===== src/alarm_panel_controller_unit_defines.svh =====
// Assertion macros shared by the alarm panel controller RTL.
`ifndef ALARM_PANEL_CONTROLLER_UNIT_DEFINES_SVH
`define ALARM_PANEL_CONTROLLER_UNIT_DEFINES_SVH

// Same-cycle implication, checked on every rising clock edge outside reset.
`define APC_ASSERT_IMPLIES(name, ante, cons) \
    name: assert property (@(posedge i_clk) disable iff (!i_rst_n) (ante) |-> (cons)) \
        else $error("alarm panel check failed");

// Next-cycle implication, checked on every rising clock edge outside reset.
`define APC_ASSERT_NEXT(name, ante, cons) \
    name: assert property (@(posedge i_clk) disable iff (!i_rst_n) (ante) |=> (cons)) \
        else $error("alarm panel sequencing check failed");

`endif


===== src/apc_pkg.sv =====
// Types, constants and the alarm blink helper for the alarm panel controller.
package apc_pkg;

    typedef logic [1:0]        t_mode;
    typedef logic [7:0]        t_count;
    typedef logic signed [7:0] t_accel;
    typedef logic [1:0]        t_cfg_index;

    // Mode codes.
    localparam t_mode MODE_DISARMED = 2'd0;
    localparam t_mode MODE_ARMED    = 2'd1;
    localparam t_mode MODE_ALARM    = 2'd2;
    localparam t_mode MODE_UNUSED   = 2'd3;

    // Configuration register indexes.
    localparam t_cfg_index CFG_TILT_LIMIT    = 2'd0;
    localparam t_cfg_index CFG_GRAVITY_FLOOR = 2'd1;

    // Configuration reset values.
    localparam t_accel TILT_LIMIT_RESET    = 8'sd16;
    localparam t_accel GRAVITY_FLOOR_RESET = 8'sd48;

    // Blink timing, in ticks.
    localparam t_count DIS_ONE_ON_LAST  = 8'd27;
    localparam t_count DIS_ONE_OFF_LAST = 8'd49;
    localparam t_count HALF_PERIOD      = 8'd25;
    localparam t_count FULL_PERIOD      = 8'd50;
    localparam t_count ALARM_ON_LAST    = 8'd5;
    localparam t_count ALARM_PERIOD     = 8'd10;

    typedef struct packed {
        t_count count;
        logic   led;
    } t_blink;

    // One alarm-mode blink step for a single LED.
    function automatic t_blink alarm_blink(input t_count count, input logic led,
                                           input logic trig);
        t_blink res;
        res.count = count;
        res.led   = led;
        if (trig) begin
            res.count = count + 8'd1;
            if (res.count <= ALARM_ON_LAST) begin
                res.led = 1'b1;
            end else begin
                res.led = 1'b0;
                if (res.count >= ALARM_PERIOD) begin
                    res.count = '0;
                end
            end
        end else begin
            res.count = '0;
        end
        return res;
    endfunction

endpackage


===== src/alarm_panel_controller_unit.sv =====
// Alarm panel controller top level: mode machine, LED blinking and tamper check.
//
// Usage: one input word per 10 ms tick carries the key events, the two touch
// pads and three signed accelerometer bytes; one result word per tick gives
// the LED levels, the tone enable, the mode after the tick and a tamper flag.
// Input and result channels use valid/ready. A separate configuration channel
// writes the tilt limit (index 0) and the gravity floor (index 1); writes to
// other indexes are dropped, and it is always ready.
// An accepted word is captured in the input register; its result is then
// loaded into the result register once the result stage can advance, and
// o_valid rises with it.
// Throughput: one word per cycle when the receiver does not stall; the input
// register and the result register form a two-deep pipeline, and the per-tick
// state update is a single pass of compares and 8-bit increments between them.
// Reset clears both stages, sets disarmed mode with armed as the previous
// mode (so the first tick runs the disarm entry), zeroes counters, triggers,
// LEDs and tone, and restores the threshold defaults.
// When the receiver stalls, the result holds, the input register still takes
// one more word, and o_ready then drops until the result is taken.
`include "alarm_panel_controller_unit_defines.svh"

module alarm_panel_controller_unit (
    input  logic                 i_clk,
    input  logic                 i_rst_n,
    // Input channel
    input  logic                 i_valid,
    output logic                 o_ready,
    input  logic                 i_arm_key,
    input  logic                 i_disarm_key,
    input  logic                 i_pad_one,
    input  logic                 i_pad_two,
    input  apc_pkg::t_accel      i_accel_x,
    input  apc_pkg::t_accel      i_accel_y,
    input  apc_pkg::t_accel      i_accel_z,
    // Result channel
    output logic                 o_valid,
    input  logic                 i_ready,
    output logic                 o_led_one,
    output logic                 o_led_two,
    output logic                 o_tone_on,
    output apc_pkg::t_mode       o_mode,
    output logic                 o_tamper,
    // Configuration channel
    input  logic                 i_cfg_valid,
    output logic                 o_cfg_ready,
    input  apc_pkg::t_cfg_index  i_cfg_index,
    input  apc_pkg::t_accel      i_cfg_data
);

    import apc_pkg::*;

    // Configuration registers.
    t_accel r_tilt_limit;
    t_accel r_gravity_floor;

    // Input stage.
    logic   r_in_valid;
    logic   r_arm, r_disarm, r_pad_one, r_pad_two;
    t_accel r_ax, r_ay, r_az;

    // Controller state.
    t_mode  r_cur_mode, n_cur_mode;
    t_mode  r_prev_mode, n_prev_mode;
    t_count r_cnt_one, n_cnt_one;
    t_count r_cnt_two, n_cnt_two;
    logic   r_trig_one, n_trig_one;
    logic   r_trig_two, n_trig_two;
    logic   r_led_one, n_led_one;
    logic   r_led_two, n_led_two;
    logic   r_tone, n_tone;

    // Result stage.
    logic   r_out_valid;
    logic   r_out_tamper, n_out_tamper;

    logic   w_out_adv;
    logic   w_fire;
    logic   w_in_take;

    // Pipeline handshake.
    assign w_out_adv   = !r_out_valid || i_ready;
    assign o_ready     = !r_in_valid || w_out_adv;
    assign w_in_take   = i_valid && o_ready;
    assign w_fire      = r_in_valid && w_out_adv;
    assign o_cfg_ready = 1'b1;

    // Configuration writes.
    always_ff @(posedge i_clk) begin
        if (!i_rst_n) begin
            r_tilt_limit    <= TILT_LIMIT_RESET;
            r_gravity_floor <= GRAVITY_FLOOR_RESET;
        end else if (i_cfg_valid) begin
            if (i_cfg_index == CFG_TILT_LIMIT) begin
                r_tilt_limit <= i_cfg_data;
            end else if (i_cfg_index == CFG_GRAVITY_FLOOR) begin
                r_gravity_floor <= i_cfg_data;
            end
        end
    end

    // Input register.
    always_ff @(posedge i_clk) begin
        if (!i_rst_n) begin
            r_in_valid <= 1'b0;
        end else if (o_ready) begin
            r_in_valid <= i_valid;
        end
    end

    always_ff @(posedge i_clk) begin
        if (w_in_take) begin
            r_arm     <= i_arm_key;
            r_disarm  <= i_disarm_key;
            r_pad_one <= i_pad_one;
            r_pad_two <= i_pad_two;
            r_ax      <= i_accel_x;
            r_ay      <= i_accel_y;
            r_az      <= i_accel_z;
        end
    end

    // One tick: mode logic with entry actions, then LED logic, then tamper.
    always_comb begin
        t_blink b_one;
        t_blink b_two;
        n_cur_mode  = r_cur_mode;
        n_prev_mode = r_prev_mode;
        n_cnt_one   = r_cnt_one;
        n_cnt_two   = r_cnt_two;
        n_trig_one  = r_trig_one;
        n_trig_two  = r_trig_two;
        n_led_one   = r_led_one;
        n_led_two   = r_led_two;
        n_tone      = r_tone;

        // Entry actions run one tick after a mode change, then the keys act.
        unique case (r_cur_mode)
            MODE_DISARMED: begin
                if (r_prev_mode != MODE_DISARMED) begin
                    n_led_one   = 1'b0;
                    n_led_two   = 1'b0;
                    n_trig_one  = 1'b0;
                    n_trig_two  = 1'b0;
                    n_cnt_one   = '0;
                    n_cnt_two   = '0;
                    n_prev_mode = MODE_DISARMED;
                    n_tone      = 1'b0;
                end
                if (r_arm) begin
                    n_cur_mode = MODE_ARMED;
                end
            end
            MODE_ARMED: begin
                if (r_prev_mode != MODE_ARMED) begin
                    n_cnt_one   = '0;
                    n_prev_mode = MODE_ARMED;
                end
                if (r_disarm) begin
                    n_cur_mode = MODE_DISARMED;
                end
            end
            MODE_ALARM: begin
                if (r_prev_mode != MODE_ALARM) begin
                    n_led_one   = 1'b0;
                    n_led_two   = 1'b0;
                    n_cnt_one   = '0;
                    n_cnt_two   = '0;
                    n_prev_mode = MODE_ALARM;
                    n_tone      = 1'b1;
                end
                if (r_disarm) begin
                    n_cur_mode = MODE_DISARMED;
                end
            end
            default: begin
                n_cur_mode = MODE_DISARMED;
            end
        endcase

        // LED logic works on the mode left by the step above.
        b_one = alarm_blink(n_cnt_one, n_led_one, n_trig_one | r_pad_one);
        b_two = alarm_blink(n_cnt_two, n_led_two, n_trig_two | r_pad_two);
        unique case (n_cur_mode)
            MODE_DISARMED: begin
                n_cnt_one = n_cnt_one + 8'd1;
                n_cnt_two = n_cnt_two + 8'd1;
                if (r_pad_one) begin
                    if (n_cnt_one <= DIS_ONE_ON_LAST) begin
                        n_led_one = 1'b1;
                    end else if (n_cnt_one <= DIS_ONE_OFF_LAST) begin
                        n_led_one = 1'b0;
                    end else begin
                        n_cnt_one = '0;
                    end
                end else begin
                    n_led_one = 1'b0;
                end
                if (r_pad_two) begin
                    if (n_cnt_two <= HALF_PERIOD) begin
                        n_led_two = 1'b1;
                    end else begin
                        n_led_two = 1'b0;
                        if (n_cnt_two >= FULL_PERIOD) begin
                            n_cnt_two = '0;
                        end
                    end
                end else begin
                    n_led_two = 1'b0;
                end
            end
            MODE_ARMED: begin
                if (r_pad_one) begin
                    n_trig_one = 1'b1;
                    n_cur_mode = MODE_ALARM;
                end
                if (r_pad_two) begin
                    n_trig_two = 1'b1;
                    n_cur_mode = MODE_ALARM;
                end
                n_cnt_one = n_cnt_one + 8'd1;
                if (n_cnt_one <= HALF_PERIOD) begin
                    n_led_one = 1'b1;
                    n_led_two = 1'b0;
                end else begin
                    n_led_two = 1'b1;
                    n_led_one = 1'b0;
                    if (n_cnt_one >= FULL_PERIOD) begin
                        n_cnt_one = '0;
                    end
                end
            end
            MODE_ALARM: begin
                n_trig_one = n_trig_one | r_pad_one;
                n_trig_two = n_trig_two | r_pad_two;
                n_cnt_one  = b_one.count;
                n_led_one  = b_one.led;
                n_cnt_two  = b_two.count;
                n_led_two  = b_two.led;
            end
            default: begin
                n_cur_mode = MODE_DISARMED;
            end
        endcase

        // Tamper flag from the accelerometer thresholds.
        n_out_tamper = (r_ax >= r_tilt_limit) || (r_ay >= r_tilt_limit)
                    || (r_az <= r_gravity_floor);
    end

    // State update and result valid.
    always_ff @(posedge i_clk) begin
        if (!i_rst_n) begin
            r_out_valid <= 1'b0;
            r_cur_mode  <= MODE_DISARMED;
            r_prev_mode <= MODE_ARMED;
            r_cnt_one   <= '0;
            r_cnt_two   <= '0;
            r_trig_one  <= 1'b0;
            r_trig_two  <= 1'b0;
            r_led_one   <= 1'b0;
            r_led_two   <= 1'b0;
            r_tone      <= 1'b0;
        end else begin
            if (w_out_adv) begin
                r_out_valid <= r_in_valid;
            end
            if (w_fire) begin
                r_cur_mode  <= n_cur_mode;
                r_prev_mode <= n_prev_mode;
                r_cnt_one   <= n_cnt_one;
                r_cnt_two   <= n_cnt_two;
                r_trig_one  <= n_trig_one;
                r_trig_two  <= n_trig_two;
                r_led_one   <= n_led_one;
                r_led_two   <= n_led_two;
                r_tone      <= n_tone;
            end
        end
    end

    // Result payload that is not already held in the state registers.
    always_ff @(posedge i_clk) begin
        if (w_fire) begin
            r_out_tamper <= n_out_tamper;
        end
    end

    assign o_valid   = r_out_valid;
    assign o_led_one = r_led_one;
    assign o_led_two = r_led_two;
    assign o_tone_on = r_tone;
    assign o_mode    = r_cur_mode;
    assign o_tamper  = r_out_tamper;

    // Checks on the controller state and the pipeline.
    `APC_ASSERT_IMPLIES(a_armed_silent, r_cur_mode == MODE_ARMED, !r_tone)
    `APC_ASSERT_IMPLIES(a_disarmed_no_trig,
        (r_cur_mode == MODE_DISARMED) && (r_prev_mode == MODE_DISARMED),
        !r_trig_one && !r_trig_two)
    `APC_ASSERT_IMPLIES(a_armed_count_range,
        (r_cur_mode == MODE_ARMED) && (r_prev_mode == MODE_ARMED), r_cnt_one < FULL_PERIOD)
    `APC_ASSERT_IMPLIES(a_alarm_count_range,
        (r_cur_mode == MODE_ALARM) && (r_prev_mode == MODE_ALARM),
        (r_cnt_one < ALARM_PERIOD) && (r_cnt_two < ALARM_PERIOD))
    `APC_ASSERT_NEXT(a_word_reaches_output, r_in_valid && w_out_adv, r_out_valid)

endmodule

===== config.mk =====
export PLATFORM = sky130hd
export DESIGN_NAME = alarm_panel_controller_unit
export DESIGN_NICKNAME = d
export VERILOG_FILES = /design/src/apc_pkg.sv /design/src/alarm_panel_controller_unit.sv
export VERILOG_INCLUDE_DIRS = /design/src /design/src/src
export SDC_FILE = /design/constraint.sdc
export NUM_CORES = 1
export LEC_CHECK = 0
export ABC_AREA = 1
export BUFFER_PORTS_ARGS = -buffer_cell sky130_fd_sc_hd__buf_2
export CORE_MARGIN = 3
export CORE_UTILIZATION = 54
export CTS_CLUSTER_SIZE = 30
export DETAILED_ROUTE_END_ITERATION = 6
export GPL_TIMING_DRIVEN = 1
export HOLD_SLACK_MARGIN = 0.02
export PLACE_DENSITY = 0.75
export SETUP_SLACK_MARGIN = 0.2
export SYNTH_ARGS = -nofsm -noshare
export SYNTH_HDL_FRONTEND = slang
export SYNTH_SLANG_ARGS = --single-unit

===== constraint.sdc =====
create_clock -name i_clk -period 6.2 [get_ports i_clk]
set_input_delay 0.31 -clock i_clk [delete_from_list [all_inputs] [get_ports i_clk]]
set_output_delay 0.31 -clock i_clk [all_outputs]
set_load 0.02 [all_outputs]

### Yosys cells after proc, flatten, opt, wreduce, memory -nomap -nowiden

Cells that the tools add are included.

* register bits: 72
* input port bits: 43
* output and inout bits: 9
* word-level logic and storage cells: 132

* add/sub/neg operators: 2
* order comparisons: 13
* eq/ne operators: 10
* mux-type cells: 63
* bitwise operators: 3
* reduce and logical (&&, ||, !) cells: 20

Operators with widths (number)
* 8-bit two-way mux: 19
* 8-bit one-hot mux with 3 select lines: 2
* 8-bit one-hot mux with 2 select lines: 2
* 8-bit by 5-bit <= comparator with 1-bit output (second input constant): 3
* 1-bit two-way mux: 23
* 8-bit by 1-bit adder with 8-bit output (second input constant): 2
* 8-bit by 4-bit >= comparator with 1-bit output (second input constant): 2
* 8-bit by 6-bit >= comparator with 1-bit output (second input constant): 2
* 8-bit >= comparator: 2
* 8-bit by 3-bit <= comparator with 1-bit output (second input constant): 2
* 2-bit two-way mux: 7
* 1-bit one-hot mux with 2 select lines: 5
* 8-bit by 6-bit <= comparator with 1-bit output (second input constant): 1
* 8-bit <= comparator: 1
* 2-bit inequality test (second input constant): 4
* 2-bit one-hot mux with 2 select lines: 2
* 2-bit by 1-bit equality test with 1-bit output (second input constant): 3
* 2-bit logical NOT: 3
* 1-bit one-hot mux with 3 select lines: 2
* 2-bit one-hot mux with 3 select lines: 1
* 5-bit AND reduction: 1
* 2-bit equality test (second input constant): 2
* 1-bit logical OR: 4
* 4-bit AND reduction: 1
* 10 further kinds: 15

### Logic depth before layout (Yosys ltp)

Gate-level depths: netlist of the first run.

* word-level depth: 9
* gate-level depth with buffers: 22
* mapped depth without buffers: 22

### Worst setup path before layout of the first run

Ideal clock, no wire load.

* kind: reg-to-reg
* from: register r_cur_mode[0] (netlist: o_mode[0])
* to: register r_cnt_two[2]
* arrival: 2.656 ns
* required time: 6.081 ns
* path slack: 3.426 ns
* cell stages (with the launch flop): 19
* path buffers: 0
* cells stage by stage: dfxtp_1 -> inv_1 -> ha_1 -> inv_2 -> nand2_1 -> nand2_4 -> inv_1 -> nor2_1 -> ha_1 -> nand4_2 -> xor2_1 -> nor3_2 -> nor2_2 -> nor2_2 -> nand2_2 -> nand2_2 -> nand2_4 -> a21oi_2 -> nor2_2

* longest elaborated chain between the ends: 8
* elaborated cells between the ends (all ways): 24
* classes of those cells: add/sub: 1; order compare: 4; eq/ne: 3; mux: 12; bitwise: 1; reduce/logical: 3

Ends and longest elaborated chain
* start: declaration: RTL line alarm_panel_controller_unit.sv:62 `t_mode r_cur_mode, n_cur_mode;`
* start signal: assignment: RTL line alarm_panel_controller_unit.sv:268 `r_cur_mode <= n_cur_mode;`
* 2-bit equality test / 2-bit logical NOT (equally long branches): RTL line alarm_panel_controller_unit.sv:137 `unique case (r_cur_mode)`
* 8-bit one-hot mux with 2 select lines: RTL line alarm_panel_controller_unit.sv:137
* 8-bit by 1-bit adder with 8-bit output: RTL line apc_pkg.sv:43, alarm_panel_controller_unit.sv:186
* 8-bit by 4-bit >= comparator with 1-bit output / 8-bit by 6-bit >= comparator with 1-bit output (equally long branches): RTL line apc_pkg.sv:48, alarm_panel_controller_unit.sv:203
* 8-bit two-way mux (on tied branches): RTL line apc_pkg.sv:48, alarm_panel_controller_unit.sv:203
* 8-bit two-way mux (on tied branches): RTL line apc_pkg.sv:44, alarm_panel_controller_unit.sv:199
* 8-bit two-way mux (on tied branches): RTL line apc_pkg.sv:42, alarm_panel_controller_unit.sv:198
* 8-bit one-hot mux with 2 select lines *: RTL line alarm_panel_controller_unit.sv:183 `unique case (n_cur_mode)`
* end signal: assignment: RTL line alarm_panel_controller_unit.sv:271 `r_cnt_two <= n_cnt_two;`
* end: declaration: RTL line alarm_panel_controller_unit.sv:65 `t_count r_cnt_two, n_cnt_two;`

Every way passes the cells marked *; elsewhere a longest branch is shown, timed or not.
A chain may end at the register's enable or synchronous reset.

### Final worst setup path of the first run

* from: register r_cur_mode[0] (netlist: o_mode[0])
* to: register r_cnt_two[0]

The elaborated chain is that of the path after synthesis.

==> results.json, run 1 <==
{
  "outcome": "finished clean",
  "cts_resized": 0,
  "cts_tree": "done",
  "hold_viol": 0,
  "fmax_mhz": 316,
  "grt_max_degree": 36,
  "endpoint": "r_cnt_two[0]$_SDFFE_PN0P_",
  "seqCellArea_sq_mm": 0.00173,
  "ios": 52,
  "maxSlewHeadroom": 0.288,
  "drcViolationCount": 0,
  "dr.pass1.iters": 5,
  "grt_overflow_total": 0,
  "async_flop_share": 0,
  "reg2reg_slack_ps": 3040,
  "netlist_instances": 539,
  "synth_area_leader_cell": "edfxtp_1",
  "maxCapViolCount": 0,
  "cts-hold-fix-buffers": 0,
  "yosys_warnings": 0,
  "postCtsSetupBuffers": 0,
  "wire_per_inst_microns": 13.6,
  "fin_nets": 666,
  "layout-area-overhead-vs-synth_pct": 10.9,
  "synth_cell_type_count": 44,
  "end_kind": "flip-flop",
  "synth_seq_cells": 72,
  "cp.required_ps": 6480,
  "fillCellCount": 669,
  "place_area_sq_mm": 0.00470,
  "grt_usage": 0.215,
  "arrival_ps": 3450,
  "antenna_found_initial": 0,
  "rr_worst_depth": 19,
  "cts_buffer_depth": 2,
  "grt_pass1_vias": 3601,
  "p_leak_nw": 2.30,
  "crit-reg2reg-launch": "o_mode[0]$_SDFFE_PN0P_",
  "row_count": 32,
  "worstSkewPairLatency_ps": 350,
  "cp_max_fo": 13,
  "grt_pass1_wl_microns": 15800,
  "reg2reg_to": "r_cnt_two[0]$_SDFFE_PN0P_",
  "fin_area_sq_mm": 0.00490,
  "cts_root_buf": "clkbuf_8",
  "drive_gt1_frac": 0.205,
  "viasPerCell": 5.43,
  "holdWs_ps": 131,
  "ir_drop_uv": 160,
  "slew_violations": 0,
  "setup_violations": 0,
  "floorplan.initialDensity": 0.563,
  "yosysMostFrequentCell": "nand2_1",
  "first_iter_violations": 177,
  "critPathLaunch": "o_mode[0]$_SDFFE_PN0P_",
  "finalCritPeriodShare": 0.510,
  "worst_slew_pin_slew_ps": 1070,
  "fp.dieW_microns": 96.5,
  "utilization": 0.625,
  "multi_input_area_sq_mm": 0.00227,
  "worstSetupPathType": "reg2reg",
  "fin_total_pwr_w": 0.00113,
  "drt-total-wl_microns": 9390,
  "num_vias": 3750,
  "syn-cell-area_sq_mm": 0.00442,
  "skew_ps": 8.02,
  "clock_sinks": 72,
  "die_y_microns": 96.5,
  "ant_nets": 0,
  "clkTransAtPathRegs_ps": 80,
  "coreArea_sq_mm": 0.00785,
  "netlist.area_leader.share": 0.197,
  "fin_tns_setup_ps": 0,
  "die-area_sq_mm": 0.00931,
  "synthFlopType": "dfxtp_1",
  "hold_class": "in2reg",
  "synth_edf_count": 29,
  "cp-start-kind": "flip-flop",
  "finalCriticalPeriod_ps": 3160,
  "rsz0062_at_grt": "false",
  "synth_nets": 621,
  "antenna_cells": 0,
  "synth.avg_cell_area_sq_um": 8.20,
  "power.density_mw_per_mm2": 230,
  "ys_top_cells_by_count": "80 x nand2_1, 77 x inv_1, 48 x o21ai_0, 43 x dfxtp_1, 41 x a21oi_1",
  "numCtsBuffers": 9,
  "port_buffers": 50,
  "hpwlAfterDp_microns": 7020,
  "synth_area_leaders": "edfxtp_1 20%, dfxtp_1 19%, ha_1 11%",
  "gp_congestion": 0.970,
  "yosysSeqAreaShare": 0.392,
  "htree_levels": 3
}
-- sequential cells by signal, summed over array words and instances, names as in the netlist --
signal and count:
r_ax 8, r_ay 8, r_az 8, r_cnt_one 8
r_cnt_two 8, r_gravity_floor 8, r_tilt_limit 8, o_mode 2
r_prev_mode 2, o_led_one 1, o_led_two 1, o_tamper 1
o_tone_on 1, o_valid 1, r_arm 1, r_disarm 1
r_in_valid 1, r_pad_one 1, r_pad_two 1, r_trig_one 1
r_trig_two 1
-- cell type report --
type,count,area share
multi-input cells,365,0.462
well taps,102,0.0260
inverters,86,0.0661
flip-flops and latches,72,0.353
clock inverters,7,0.0158
repair buffers,50,0.0511
clock buffers,9,0.0253
-- kinds of logic (layout without fill, tap and decap cells) --
group / after synthesis / after routing / synth area share
xor gates and xnor gates: 2 / 2 / 0.00396
and+or+nand+nor: 199 / 199 / 0.235
buffers and inverters: 102 / 152 / 0.0957
DFF: 72 / 72 / 0.392
adders and majority gates: 39 / 39 / 0.110
AOI/OAI and AO/OA: 124 / 124 / 0.162
other: 1 / 1 / 0.000848
-- worst min-delay path by stage --
stage	to	depth (start not counted)	start	slack (ps)
CTS	r_ay[4]$_DFFE_PP_	1	i_accel_y[4]	110
global placement	r_gravity_floor[7]$_SDFFE_PN0P_	2	r_gravity_floor[7]$_SDFFE_PN0P_	450
floorplan	r_arm$_DFFE_PP_	0	i_arm_key	410
detailed placement	r_gravity_floor[6]$_SDFFE_PN0P_	2	r_gravity_floor[6]$_SDFFE_PN0P_	470
global route	r_arm$_DFFE_PP_	1	i_arm_key	120
finish	r_ax[6]$_DFFE_PP_	1	i_accel_x[6]	130
-- layout by cell type (no fill, tap or decap), types with 8 or more instances in the layout --
cell type | Yosys | final
a21oi_1 | 41 | 41
buf_2 | 2 | 50
clkbuf_8 | 0 | 9
dfxtp_1 | 43 | 43
edfxtp_1 | 29 | 29
ha_1 | 39 | 39
inv_1 | 77 | 77
nand2_1 | 80 | 80
nand2_2 | 14 | 14
nand3_1 | 32 | 32
nand4_1 | 15 | 15
nor2_1 | 29 | 29
o21a_1 | 8 | 8
o21ai_0 | 48 | 48
-- report_power, final --
group	leakage, nW	internal [W]	switching, W	total (W)
clock	0.102	0.000190	0.000189	0.000379
combinational	1.56	0.0000723	0.000135	0.000208
sequential	0.634	0.000522	0.0000189	0.000541
-- critical path: stages (launching register included) --
cell and delay, ps:
dfxtp_1 420, inv_1 100, ha_1 240, inv_2 100, nand2_1 90, nand2_4 190, inv_1 140, nor2_1 320
ha_1 280, xor2_1 270, inv_1 90, nor2_1 180, nor3_2 80, nor2_2 150, nor2_2 50, nand2_2 80
nand2_2 60, nand2_4 100, nand2_2 60, a21oi_2 100
-- metrics by stage --
stage | std cells | worst slack (ps)
floorplan | 539 | 3430
detailed placement | 675 | 3090
global route | 691 | 2720
finish | 691 | 3040
CTS | 691 | 3060
global placement | 675 | 3160
-- routing by layer --
metal	GRT usage	wire length [microns]
met2	0.366	4540
met5	0	0
met4	0.0876	168
met1	0.268	4170
met3	0.0411	522
Power figures use the tool's default switching activity.
==> inputs of run 2 (changes only) <==
CORE_UTILIZATION = 53   (was 54)
PLACE_DENSITY = 0.76   (was 0.75)
clock period = 2.7 ns   (was 6.2 ns; I/O delays follow)
==> run 2 against run 1 <==
Final cell count grew 7.1%. Largest cell class unchanged. Flip-flop and latch count stayed put. Die area rose by 1.8%. Worst setup slack got worse by 2900 ps. Routed wire length grew 14%. Sequential share of layout area fell by 3.6 points. Power rose by 140%. Hold slack worse by 75 ps. Critical path type unchanged. Via count rose by 7.6%. Register-to-register slack lost 2900 ps.
==> results.json, run 2 (same netlist as run 1, synthesis figures left out) <==
{
  "cts_root_buf": "clkbuf_8",
  "worstSetupPathType": "reg2reg",
  "layout_common_cells": "76 x nand2_1, 73 x inv_1, 50 x buf_2",
  "row_count": 32,
  "ant_nets": 0,
  "port_buffers": 50,
  "cp_max_fo": 4,
  "grt_overflow_total": 0,
  "cp.required_ps": 2970,
  "rr_worst_depth": 19,
  "outcome": "finished clean",
  "cpPeakStageDelay_ps": 380,
  "path_cells": "inv_4, ha_4, inv_4, nand2_4, nand3_4, nand2_4, clkinvlp_4, nor2_4, ha_4, xor2_1, inv_1, nor2_1, nor3_2, nor2_2, buf_4, nand3_1, nand3_1, nand2_1, a21oi_1",
  "grt_usage": 0.229,
  "multi_input_area_sq_mm": 0.00239,
  "hpwlAfterDp_microns": 7210,
  "path_delay_family": "simple AND/OR/NAND/NOR gates",
  "die_y_microns": 97.3,
  "hold_class": "in2reg",
  "path_depth": 19,
  "fin_tns_setup_ps": 0,
  "p_leak_nw": 2.54,
  "slew_violations": 0,
  "maxCapViolCount": 0,
  "drt-total-wl_microns": 10700,
  "fillCellCount": 595,
  "maxSlewHeadroom": 0.665,
  "power.density_mw_per_mm2": 488,
  "end_kind": "flip-flop",
  "hold_viol": 0,
  "ir_drop_uv": 341,
  "drive_gt1_frac": 0.254,
  "holdPathStages": 3,
  "setup_violations": 0,
  "viasPerCell": 5.45,
  "arrival_ps": 2820,
  "clock_sinks": 72,
  "antenna_cells": 0,
  "grt_max_degree": 35,
  "fin_total_pwr_w": 0.00268,
  "antenna_found_initial": 0,
  "die-area_sq_mm": 0.00947,
  "grt_pass1_vias": 4086,
  "pwr-share-seq": 0.465,
  "numCtsBuffers": 9,
  "worst_slew_pin_slew_ps": 498,
  "cts_tree": "done",
  "crit_path_top_delay_cell": "dfxtp_4",
  "crit_buf_inv": 5,
  "rsz0062_at_grt": "true",
  "dr.pass1.iters": 5,
  "finalCriticalPeriod_ps": 2550,
  "htree_levels": 3,
  "fmax_mhz": 392,
  "wire_per_inst_microns": 14.5,
  "fin_nets": 715,
  "pwr-share-comb": 0.220,
  "coreArea_sq_mm": 0.00793,
  "cts_buffer_depth": 2,
  "switching_share": 0.305,
  "seqCellArea_sq_mm": 0.00174,
  "clockPowerShare": 0.315,
  "layout-area-overhead-vs-synth_pct": 24.0,
  "gp_congestion": 0.941,
  "worstSkewPairLatency_ps": 340,
  "clkTransAtPathRegs_ps": 80,
  "grt_pass1_wl_microns": 18200,
  "ios": 52,
  "fp.dieW_microns": 97.3,
  "floorplan.initialDensity": 0.558,
  "finalCritPeriodShare": 0.946,
  "cp-start-kind": "flip-flop",
  "skew_ps": 5.14,
  "p_int_w": 0.00186,
  "first_iter_violations": 238,
  "mostFrequentLayoutCell": "nand2_1",
  "num_vias": 4036,
  "drcViolationCount": 0,
  "p_sw_w": 0.000818
}
[run 2: cell count changes in the layout (fill, tap and decap cells not counted), moves of 3 or more]
| cell | previous run | this run |
|---|---|---|
| ha_4 | 0 | 4 |
| inv_1 | 77 | 73 |
| clkinv_2 | 1 | 4 |
| inv_4 | 0 | 4 |
| buf_4 | 0 | 20 |
| nor2_1 | 29 | 26 |
| dlygate4sd3_1 | 0 | 28 |
| inv_6 | 3 | 0 |
| ha_1 | 39 | 34 |
| nand2_1 | 80 | 76 |
[run 2: repair_timing]
action	in CTS	in global routing
pin swaps	16	15
endpoints found under the setup margin	12	15
hold buffers	28	0
resized for setup	24	6
hold endpoints to repair	28	0
setup buffers	11	2
[run 2: cell type report]
class,count,share of cell area
Multi-Input combinational cell,365,0.436
Inverter,86,0.0616
Timing Repair Buffer,99,0.128
Clock buffer,10,0.0233
Tap cell,102,0.0233
Clock inverter,6,0.0112
Sequential cell,72,0.317
[run 2: worst paths after layout]
| kind | from | end | slack [ps] |
|---|---|---|---|
| hold / removal | i_cfg_data[4] | r_gravity_floor[4]$_SDFFE_PN1P_ | 60 |
| setup reg to reg | o_mode[1]$_SDFFE_PN0P_ | o_led_two$_SDFFE_PN0P_ | 150 |
| setup / recovery | o_mode[1]$_SDFFE_PN0P_ | o_led_two$_SDFFE_PN0P_ | 150 |
| hold reg to reg | r_gravity_floor[3]$_SDFFE_PN0P_ | r_gravity_floor[3]$_SDFFE_PN0P_ | 470 |
[run 2: power groups by stage]
| stage | sequential [W] | combinational [W] | clock [W] |
|---|---|---|---|
| after floorplan | 0.00126 | 0.000368 | 0 |
| after global placement | 0.00126 | 0.000475 | 0 |
| after detailed placement | 0.00127 | 0.000493 | 0 |
| after CTS | 0.00124 | 0.000565 | 0.000853 |
| after global routing | 0.00125 | 0.000657 | 0.000908 |
| final | 0.00124 | 0.000590 | 0.000844 |
[run 2: through the flow]
| step | worst slack (ps) | hold WS (ps) | instances | utilization | cell area [sq um] |
|---|---|---|---|---|---|
| 3_3_place_gp | 192 | 311 | 683 | 0.603 | 4780 |
| 4_1_cts | 160 | 38.2 | 738 | 0.685 | 5430 |
| 2_1_floorplan | 213 | 234 | 539 | - | 4440 |
| 6_report | 146 | 56.7 | 740 | 0.692 | 5480 |
| 5_1_grt | -20.1 | 60.3 | 740 | 0.692 | 5480 |
| 3_5_place_dp | 45.0 | 313 | 683 | 0.603 | 4780 |
[run 2: tightest hold or removal path: cells and delay by family]
family                 cells  cell delay [ps]
and+or+nand+nor            1               50
AOI/OAI and AO/OA          1               60
buffers and inverters      1              110
[run 2: per-layer routing]
metal	vias up	track usage	part of all wire
met2	161	0.412	0.50
met5	-	0	0
li1	1988	-	-
met3	27	0.0345	0.058
met4	0	0.105	0.030
met1	1860	0.268	0.41
